<file path="src/hdl/mlfe_pkg.sv">
// Shared types and constants for the marker/length frame extractor.
package mlfe_pkg;

  localparam int unsigned ByteW = 8;
  localparam int unsigned LenW  = 15;
  localparam int unsigned IdxW  = 3;

  typedef enum logic [2:0] {
    PH_HUNT    = 3'd0,
    PH_START2  = 3'd1,
    PH_LEN_LO  = 3'd2,
    PH_LEN_HI  = 3'd3,
    PH_PAYLOAD = 3'd4,
    PH_END1    = 3'd5,
    PH_END2    = 3'd6
  } phase_e;

  typedef enum logic [1:0] {
    ST_GOOD    = 2'd0,
    ST_BAD_END = 2'd1,
    ST_TOO_BIG = 2'd2
  } status_e;

  typedef enum logic [IdxW-1:0] {
    REG_START_FIRST  = 3'd0,
    REG_START_SECOND = 3'd1,
    REG_END_FIRST    = 3'd2,
    REG_END_SECOND   = 3'd3,
    REG_MAX_PAYLOAD  = 3'd4
  } reg_idx_e;

  localparam logic [ByteW-1:0] StartFirstRst  = 8'hAA;
  localparam logic [ByteW-1:0] StartSecondRst = 8'h55;
  localparam logic [ByteW-1:0] EndFirstRst    = 8'h55;
  localparam logic [ByteW-1:0] EndSecondRst   = 8'hAA;
  localparam logic [LenW-1:0]  MaxPayloadRst  = 15'd1018;
  localparam logic [LenW-1:0]  LenSat         = {LenW{1'b1}};

  typedef struct packed {
    logic [ByteW-1:0] start_first;
    logic [ByteW-1:0] start_second;
    logic [ByteW-1:0] end_first;
    logic [ByteW-1:0] end_second;
    logic [LenW-1:0]  max_payload;
  } cfg_t;

  typedef struct packed {
    logic [ByteW-1:0] payload_byte;
    logic             frame_end;
    logic [1:0]       frame_status;
    logic [LenW-1:0]  frame_length;
  } res_t;

endpackage

</file>
<file path="src/hdl/mlfe_cfg.sv">
// Configuration register file: marker bytes and payload length limit.
module mlfe_cfg (
  input  logic                    clk_i,
  input  logic                    rst_ni,
  input  logic                    cfg_valid_i,
  output logic                    cfg_ready_o,
  input  logic [mlfe_pkg::IdxW-1:0] cfg_index_i,
  input  logic [mlfe_pkg::LenW-1:0] cfg_data_i,
  output mlfe_pkg::cfg_t          cfg_o
);
  import mlfe_pkg::*;

  cfg_t cfg_q;

  assign cfg_ready_o = 1'b1;
  assign cfg_o       = cfg_q;

  always_ff @(posedge clk_i or negedge rst_ni) begin
    if (!rst_ni) begin
      cfg_q.start_first  <= StartFirstRst;
      cfg_q.start_second <= StartSecondRst;
      cfg_q.end_first    <= EndFirstRst;
      cfg_q.end_second   <= EndSecondRst;
      cfg_q.max_payload  <= MaxPayloadRst;
    end else if (cfg_valid_i) begin
      case (cfg_index_i)
        REG_START_FIRST:  cfg_q.start_first  <= cfg_data_i[ByteW-1:0];
        REG_START_SECOND: cfg_q.start_second <= cfg_data_i[ByteW-1:0];
        REG_END_FIRST:    cfg_q.end_first    <= cfg_data_i[ByteW-1:0];
        REG_END_SECOND:   cfg_q.end_second   <= cfg_data_i[ByteW-1:0];
        REG_MAX_PAYLOAD:  cfg_q.max_payload  <= cfg_data_i;
        default: ;
      endcase
    end
  end

endmodule

</file>
<file path="src/hdl/mlfe_parse.sv">
// Frame parser: phase machine, length capture and payload countdown.
module mlfe_parse (
  input  logic                     clk_i,
  input  logic                     rst_ni,
  input  logic                     beat_i,
  input  logic [mlfe_pkg::ByteW-1:0] byte_i,
  input  mlfe_pkg::cfg_t           cfg_i,
  output logic                     res_valid_o,
  output mlfe_pkg::res_t           res_o
);
  import mlfe_pkg::*;

  phase_e            phase_q, phase_d;
  logic [ByteW-1:0]  len_lo_q, len_lo_d;
  logic [LenW-1:0]   decl_len_q, decl_len_d;
  logic [LenW-1:0]   remain_q, remain_d;
  logic [2*ByteW-1:0] len_full;
  logic              too_big;
  logic [LenW-1:0]   len_sat;
  logic [LenW-1:0]   remain_dec;

  assign len_full   = {byte_i, len_lo_q};
  assign too_big    = len_full > {1'b0, cfg_i.max_payload};
  assign len_sat    = len_full[2*ByteW-1] ? LenSat : len_full[LenW-1:0];
  assign remain_dec = remain_q - LenW'(1);

  // next phase
  always_comb begin
    phase_d = phase_q;
    case (phase_q)
      PH_START2: begin
        if (byte_i == cfg_i.start_second)     phase_d = PH_LEN_LO;
        else if (byte_i == cfg_i.start_first) phase_d = PH_START2;
        else                                  phase_d = PH_HUNT;
      end
      PH_LEN_LO: phase_d = PH_LEN_HI;
      PH_LEN_HI: begin
        if (too_big)            phase_d = PH_HUNT;
        else if (len_full == '0) phase_d = PH_END1;
        else                    phase_d = PH_PAYLOAD;
      end
      PH_PAYLOAD: begin
        if (remain_dec == '0) phase_d = PH_END1;
      end
      PH_END1: begin
        phase_d = (byte_i == cfg_i.end_first) ? PH_END2 : PH_HUNT;
      end
      PH_END2: phase_d = PH_HUNT;
      default: begin
        phase_d = (byte_i == cfg_i.start_first) ? PH_START2 : PH_HUNT;
      end
    endcase
  end

  // results and data register updates
  always_comb begin
    res_valid_o = 1'b0;
    res_o       = '0;
    len_lo_d    = len_lo_q;
    decl_len_d  = decl_len_q;
    remain_d    = remain_q;
    case (phase_q)
      PH_LEN_LO: len_lo_d = byte_i;
      PH_LEN_HI: begin
        if (too_big) begin
          decl_len_d         = len_sat;
          res_valid_o        = 1'b1;
          res_o.frame_end    = 1'b1;
          res_o.frame_status = ST_TOO_BIG;
          res_o.frame_length = len_sat;
        end else begin
          decl_len_d = len_full[LenW-1:0];
          remain_d   = len_full[LenW-1:0];
        end
      end
      PH_PAYLOAD: begin
        remain_d           = remain_dec;
        res_valid_o        = 1'b1;
        res_o.payload_byte = byte_i;
      end
      PH_END1: begin
        if (byte_i != cfg_i.end_first) begin
          res_valid_o        = 1'b1;
          res_o.frame_end    = 1'b1;
          res_o.frame_status = ST_BAD_END;
          res_o.frame_length = decl_len_q;
        end
      end
      PH_END2: begin
        res_valid_o        = 1'b1;
        res_o.frame_end    = 1'b1;
        res_o.frame_status = (byte_i == cfg_i.end_second) ? ST_GOOD : ST_BAD_END;
        res_o.frame_length = decl_len_q;
      end
      default: ;
    endcase
  end

  always_ff @(posedge clk_i or negedge rst_ni) begin
    if (!rst_ni) begin
      phase_q    <= PH_HUNT;
      len_lo_q   <= '0;
      decl_len_q <= '0;
      remain_q   <= '0;
    end else if (beat_i) begin
      phase_q    <= phase_d;
      len_lo_q   <= len_lo_d;
      decl_len_q <= decl_len_d;
      remain_q   <= remain_d;
    end
  end

endmodule

</file>
<file path="src/hdl/marker_length_frame_extractor.sv">
// Top level of the marker/length frame extractor with its output register.
// Takes one received byte per cycle. A byte is parsed in the cycle it is
// accepted and its result, if any (a payload byte or a closing status beat),
// appears in the output register on the next cycle. Input is stalled only
// while that single output register holds an untaken result and the output
// side stalls, so the sustained rate is one byte per clock. Each frame gives
// one beat per payload byte followed by one closing beat with status and
// declared length; frames with a non-good status should be dropped downstream.
module marker_length_frame_extractor (
  input  logic                       clk_i,
  input  logic                       rst_ni,
  input  logic                       cfg_valid_i,
  output logic                       cfg_ready_o,
  input  logic [mlfe_pkg::IdxW-1:0]  cfg_index_i,
  input  logic [mlfe_pkg::LenW-1:0]  cfg_data_i,
  input  logic                       in_valid_i,
  output logic                       in_stall_o,
  input  logic [mlfe_pkg::ByteW-1:0] rx_byte_i,
  output logic                       out_valid_o,
  input  logic                       out_stall_i,
  output logic [mlfe_pkg::ByteW-1:0] payload_byte_o,
  output logic                       frame_end_o,
  output logic [1:0]                 frame_status_o,
  output logic [mlfe_pkg::LenW-1:0]  frame_length_o
);
  import mlfe_pkg::*;

  cfg_t  cfg;
  res_t  res;
  res_t  out_q;
  logic  res_valid;
  logic  out_valid_q;
  logic  beat;
  logic  out_free;

  assign out_free   = !out_valid_q || !out_stall_i;
  assign in_stall_o = !out_free;
  assign beat       = in_valid_i && out_free;

  mlfe_cfg u_cfg (
    .clk_i       (clk_i),
    .rst_ni      (rst_ni),
    .cfg_valid_i (cfg_valid_i),
    .cfg_ready_o (cfg_ready_o),
    .cfg_index_i (cfg_index_i),
    .cfg_data_i  (cfg_data_i),
    .cfg_o       (cfg)
  );

  mlfe_parse u_parse (
    .clk_i       (clk_i),
    .rst_ni      (rst_ni),
    .beat_i      (beat),
    .byte_i      (rx_byte_i),
    .cfg_i       (cfg),
    .res_valid_o (res_valid),
    .res_o       (res)
  );

  always_ff @(posedge clk_i or negedge rst_ni) begin
    if (!rst_ni) begin
      out_valid_q <= 1'b0;
    end else if (out_free) begin
      out_valid_q <= beat && res_valid;
    end
  end

  always_ff @(posedge clk_i) begin
    if (out_free && beat && res_valid) begin
      out_q <= res;
    end
  end

  assign out_valid_o    = out_valid_q;
  assign payload_byte_o = out_q.payload_byte;
  assign frame_end_o    = out_q.frame_end;
  assign frame_status_o = out_q.frame_status;
  assign frame_length_o = out_q.frame_length;

  // closing beats never carry a payload byte
  assert property (@(posedge clk_i) disable iff (!rst_ni)
    out_valid_o && frame_end_o |-> payload_byte_o == '0)
    else $error("closing beat carries payload data");

  // payload beats carry no status or length
  assert property (@(posedge clk_i) disable iff (!rst_ni)
    out_valid_o && !frame_end_o |-> frame_status_o == ST_GOOD && frame_length_o == '0)
    else $error("payload beat carries status or length");

  assert property (@(posedge clk_i) disable iff (!rst_ni)
    out_valid_o |-> frame_status_o != 2'd3)
    else $error("undefined frame status");

  // an untaken result must stay valid while the output side stalls
  assert property (@(posedge clk_i) disable iff (!rst_ni)
    out_valid_o && out_stall_i |=> out_valid_o)
    else $error("stalled result dropped");

endmodule

</file>
<file path="config.mk">
export PLATFORM = sky130hd
export DESIGN_NAME = marker_length_frame_extractor
export DESIGN_NICKNAME = d
export VERILOG_FILES = /design/src/hdl/mlfe_pkg.sv /design/src/hdl/mlfe_cfg.sv /design/src/hdl/mlfe_parse.sv /design/src/hdl/marker_length_frame_extractor.sv
export SDC_FILE = /design/constraint.sdc
export NUM_CORES = 1
export LEC_CHECK = 0
export ABC_AREA = 1
export BUFFER_PORTS_ARGS = -buffer_cell sky130_fd_sc_hd__buf_4
export CAP_MARGIN = 20
export CORE_MARGIN = 2
export CORE_UTILIZATION = 50
export DETAILED_ROUTE_END_ITERATION = 10
export PLACE_DENSITY_LB_ADDON = 0.3
export SYNTH_ARGS = -nofsm -noshare
export SYNTH_HDL_FRONTEND = slang
export SYNTH_SLANG_ARGS = --single-unit
</file>
<file path="constraint.sdc">
create_clock -name clk_i -period 3.1 [get_ports clk_i]
set_input_delay 0.465 -clock clk_i [delete_from_list [all_inputs] [get_ports clk_i]]
set_output_delay 0.465 -clock clk_i [all_outputs]
set_load 0.02 [all_outputs]
</file>
# == Word level (Yosys, flattened, before mapping) ==
# Index checks and enable logic that the tools add are counted.
# classes
addsub,1
mul,0
div,0
n_lt_le_gt_ge,1
eq_ne,17
shift,0
n_mux,18
bitwise,0
n_reduce_logical,22
# ops
cell,n
$pmux W18 S3,1
$mux W15,3
$mux W18,2
$eq A8 B8 Y1,4
$pmux W15 S2,1
$pmux W3 S6,1
$gt A16 B15 Y1,1
$logic_not A16 Y1,1
$reduce_and A2 Y1,8
$logic_not A15 Y1,1
$sub A15 B1 Y15 const B,1
$eq A3 B2 Y1 const B,4
$eq A3 B3 Y1 const B,4
$mux W3,4
$ne A8 B8 Y1,1
$eq A3 B1 Y1 const B,2
$mux W1,5
$logic_and A1 B1 Y1,4
$logic_not A1 Y1,3
$logic_not A3 Y1,1
$pmux W1 S3,1
$reduce_and A3 Y1,1
$ne A2 B1 Y1 const B,1
$ne A2 B2 Y1 const B,1
3 further kinds,3
# totals
reg_bits,115
latch_bits,0
mem_bits_rw,0
mem_bits_ro,0
out_inout_bits,29
elab_cells,73
n_memories,0

# == Longest topological paths before layout ==
# logic_depth
depth_word,5
ltp_mapped,18

# == Cells and area by module ==
# Synthesis repeated with hierarchy kept, for this count alone.
# unflattened
hier_cells,757
hier_area_um2,6443.7
# modules_own_cells
module,instances,cells_each,area_each_um2,seq_area_each_um2
mlfe_parse,1,507,3598.5,1026.0
mlfe_cfg,1,215,2000.7,1206.2
marker_length_frame_extractor,1,35,844.6,805.8

# == Least setup slack after synthesis ==
# No wires, ideal clock.
# synth_timing
path_type,register -> register
startpoint,register u_cfg.cfg_q (netlist bit u_cfg.cfg_o[7])
endpoint,"register out_q (netlist bit frame_end_o), enable pin"
setup_time_ns,0.381
arrival_time_ns,2.014
setup_slack_ns,0.705
path_stages_with_launch,13
path_buffers,0
cell_sequence,dfstp_2 -> inv_1 -> ha_1 -> nand2_1 -> nor2_1 -> nand2_1 -> nand2_1 -> nand2_1 -> nand2_1 -> nand3_1 -> nand2_2 -> o21ai_1 -> inv_1
# synth_between
elab_chain_cells,4
# synth_rtl
element,line_no,rtl
"start, declared",mlfe_cfg.sv:13,cfg_t cfg_q;
$gt A16 B15 Y1,mlfe_parse.sv:23,"assign too_big = len_full > {1'b0, cfg_i.max_payload};"
$mux W1,mlfe_parse.sv:65,if (too_big) begin
$pmux W1 S3,mlfe_parse.sv:62,case (phase_q)
$logic_and A1 B1 Y1,marker_length_frame_extractor.sv:69,if (out_free && beat && res_valid) begin
"end signal, assigned",marker_length_frame_extractor.sv:70,out_q <= res;
"end, declared",marker_length_frame_extractor.sv:30,res_t out_q;
# Every way passes these cells.
# A chain may end at the register's enable or synchronous reset.

# == Worst setup path after layout ==
# layout_timing
startpoint,register u_cfg.cfg_q (netlist bit u_cfg.cfg_o[7])
endpoint,"register out_q (netlist bit frame_length_o[9]), enable pin"
# The elaborated chain is that of the path after synthesis.

==> results.py <==
metrics = {
    "synth": {
        "ys_types": 32,
        "syn_avg_cell_area_um2": 8.49,
        "synthArstFlopShare": 0.774,
        "synth_seq_area_share": 0.513,
        "ys_warn_count": 0,
        "synth_area_leaders": "dfrtp_1 27%, edfxtp_1 13%, nand2_1 11%, dfstp_2 11%, o21ai_0 8.3%",
        "synthFlopType": "dfrtp_1",
        "syn_area_um2": 5920,
        "yosys.area.top_type": "dfrtp_1",
        "synth_enable_flop_cells": 26,
        "syn_inst": 697,
        "syn-num-nets": 745,
        "synth_top_area_frac": 0.275,
        "ys_ff_latch": 115,
    },
    "finish": {
        "final_layout_size_suffix_gt1_frac": 0.184,
        "n_fill_cell": 964,
        "final_cell_mix": "169 x nand2_1, 98 x o21ai_0, 76 x inv_1",
        "antenna_cells": 0,
        "final_common_cell": "nand2_1",
        "finalNonFillerCells": 910,
        "syn_to_final_growth_pct": 19.0,
        "nNetsFinal": 802,
    },
    "critical_path": {
        "path_class": "reg2reg",
        "worstPathArrival_ns": 2.51,
        "path_max_fanout": 26,
        "cp_slowest_stage_delay_ns": 0.53,
        "critical-path-slowest-cell": "dfstp_2",
        "cp_common_cell": "nand2_1",
        "crit_path_cell_trace": "inv_1 -> ha_1 -> nand2_1 -> nor2_1 -> nand2_1 -> nand2_1 -> nand2_1 -> nand2_1 -> nand3_1 -> nand2_2 -> o21ai_1 -> inv_1 -> buf_4",
        "start_kind": "flop",
        "cp-end-kind": "flop",
        "cp.required_ns": 3.18,
    },
    "placement": {
        "dp.cells": 877,
        "io_buffers": 58,
        "dpl.hpwl_um": 10300,
        "place_congestion": 0.885,
    },
    "floorplanning": {
        "die_area_um2": 12700,
        "start_util": 0.516,
        "io_pins": 60,
        "die_h_um": 113,
        "row_count": 39,
        "core-area_um2": 11500,
        "die_x_um": 113,
    },
    "power_and_ir_drop": {
        "switching_share": 0.265,
        "power_leakage_nw": 3.35,
        "powerDensity_nw_per_um2": 591,
        "clkPwrFrac": 0.454,
        "pwr-share-comb": 0.114,
        "pwr-share-seq": 0.432,
        "power_mw": 4.16,
        "p_switching_mw": 1.10,
        "ir_drop_mv": 0.465,
        "p_int_mw": 3.06,
    },
    "outcome": {
        "status": "finished clean",
    },
    "drt": {
        "drt-initial-drc-count": 443,
        "routed_wl_um": 14800,
        "wire_per_inst_um": 16.3,
        "drt_pass1_iterations": 5,
        "drt-vias-per-instance": 5.41,
        "ant_nets": 0,
        "drc": 0,
        "num_vias": 4923,
    },
    "clocking": {
        "hold_buffers": 0,
        "clkLatencyLatePin_ns": 0.42,
        "tritoncts": "built",
        "htreeDepth": 4,
        "cts_buffer_depth": 2,
        "numCtsBuffers": 17,
        "cts_post_setup_buffers_inserted": 0,
        "clkTransAtPathRegs_ns": 0.06,
        "cts_sinks": 115,
        "root_buffer": "clkbuf_16",
        "post_cts_resized": 0,
    },
    "global_routing": {
        "grtUsageMet1": 0.346,
        "grt_pass1_vias": 4698,
        "grt_overflow": 0,
        "grt_pass1_wl_um": 24400,
        "grt_max_degree": 86,
        "antenna_found_initial": 0,
        "grt_use_total": 0.247,
        "grt_use_met3": 0.0455,
        "met2_usage": 0.391,
        "busiest_layer": "met2",
    },
    "sta": {
        "worst_pin_slew_ns": 0.565,
        "grt_setup_unrepaired": "false",
        "hold_violations": 0,
        "max_clock_freq_mhz": 413,
        "setup_tns_ns": 0,
        "timing.final.crit_share": 0.781,
        "finalSetupViolations": 0,
        "drv_slew": 0,
        "finalClockSkew_ns": 0.00689,
        "period_minus_slack_ns": 2.42,
        "slew_headroom": 0.622,
    },
    "min_path": {
        "hold_path.class": "in2async",
    },
    "job": {
        "maxCapViolCount": 0,
    },
}
through the flow:
stage	hold WS [ns]	cell area [um^2]	worst slack, ns	utilization
final	0.0146	7040	0.678	0.614
after global routing	0.0514	7040	0.441	0.614
after CTS	0.285	7010	0.670	0.612
after detailed placement	0.484	6440	0.660	0.561
after global placement	0.473	6440	0.717	0.561
after floorplan	0.169	5920	0.705	-
registers in the layout, summed over array words and instances (netlist names):
signal / cells
u_parse.decl_len_q: 15
frame_status_o: 2
payload_byte_o: 8
frame_end_o: 1
u_cfg.cfg_o: 47
out_valid_o: 1
frame_length_o: 15
u_parse.phase_q: 3
u_parse.len_lo_q: 8
u_parse.remain_q: 15
critical path, delay by kind of cell, from the launching register on:
| kind | cells | cell delay (ns) |
|---|---|---|
| AO/OA/AOI/OAI | 1 | 0.08 |
| adder cells (fa/ha/maj) | 1 | 0.29 |
| buffers and inverters | 3 | 0.45 |
| flip-flops | 1 | 0.53 |
| AND/OR/NAND/NOR | 8 | 0.73 |
path summary, 6_finish.rpt:
| path | cells after the start | to | from | slack (ns) |
|---|---|---|---|---|
| hold reg to reg | 2 | u_cfg.cfg_o[5]$_DFFE_PN1P_ | u_cfg.cfg_o[5]$_DFFE_PN1P_ | 0.49 |
| setup / recovery | 13 | frame_length_o[9]$_DFFE_PP_ | u_cfg.cfg_o[7]$_DFFE_PN1P_ | 0.68 |
| min in group clk_i | 3 | u_cfg.cfg_o[8]$_DFFE_PN1P_ | cfg_data_i[8] | 0.29 |
| setup reg to reg | 13 | frame_length_o[9]$_DFFE_PP_ | u_cfg.cfg_o[7]$_DFFE_PN1P_ | 0.68 |
| hold / removal | 1 | u_cfg.cfg_o[21]$_DFFE_PN0P_ | rst_ni | 0.01 |
| max in group asynchronous | 3 | u_cfg.cfg_o[7]$_DFFE_PN1P_ | rst_ni | 2.24 |
layout make-up:
class | instances | area [um^2] | area share
Clock buffer | 18 | 450 | 0.0640
Inverter | 78 | 293 | 0.0416
Sequential cell | 115 | 3040 | 0.431
Clock inverter | 14 | 125 | 0.0178
Multi-Input combinational cell | 478 | 2450 | 0.349
Tap cell | 143 | 179 | 0.0254
Timing Repair Buffer | 64 | 500 | 0.0711
cell usage after synthesis, types with 3 or more instances:
library cell  instances
a22oi_1               8
buf_4                 3
xnor2_1              21
edfxtp_1             26
nor3_1               13
a21oi_1              20
o21ai_0              98
buf_2                 6
inv_1                76
xor2_1                8
or2_2                 6
dfrtp_1              65
nor2_2                3
nand2_1             169
nor3_2                3
nand3_1              23
nor2_1               45
nand2_2               5
ha_1                 17
o21ai_1              19
dfstp_2              24
nand4_1               8
nand3b_1              4
clkbuf_1             15
per-layer routing:
| layer | wire, um | vias to the layer above |
|---|---|---|
| met1 | 6730 | 2322 |
| met5 | 0 | - |
| met3 | 941 | 30 |
| met2 | 6860 | 182 |
| met4 | 305 | 0 |
| li1 | - | 2389 |
logic make-up after synthesis:
logic type / share of synthesized area
xor+xnor: 0.0429
flops: 0.513
fa+ha+maj: 0.0359
simple gates: 0.207
other cells: 0.000634
buf+inv: 0.0717
compound gates: 0.129
power by group through the flow:
stage | clock network, mW | logic, mW | registers [mW]
CTS | 1.91 | 0.472 | 1.80
floorplan | 0 | 0.321 | 1.80
global placement | 0 | 0.449 | 1.82
finish | 1.89 | 0.474 | 1.80
detailed placement | 0 | 0.465 | 1.82
global route | 1.98 | 0.543 | 1.81
Note: power is estimated with default switching activity, not from simulation.
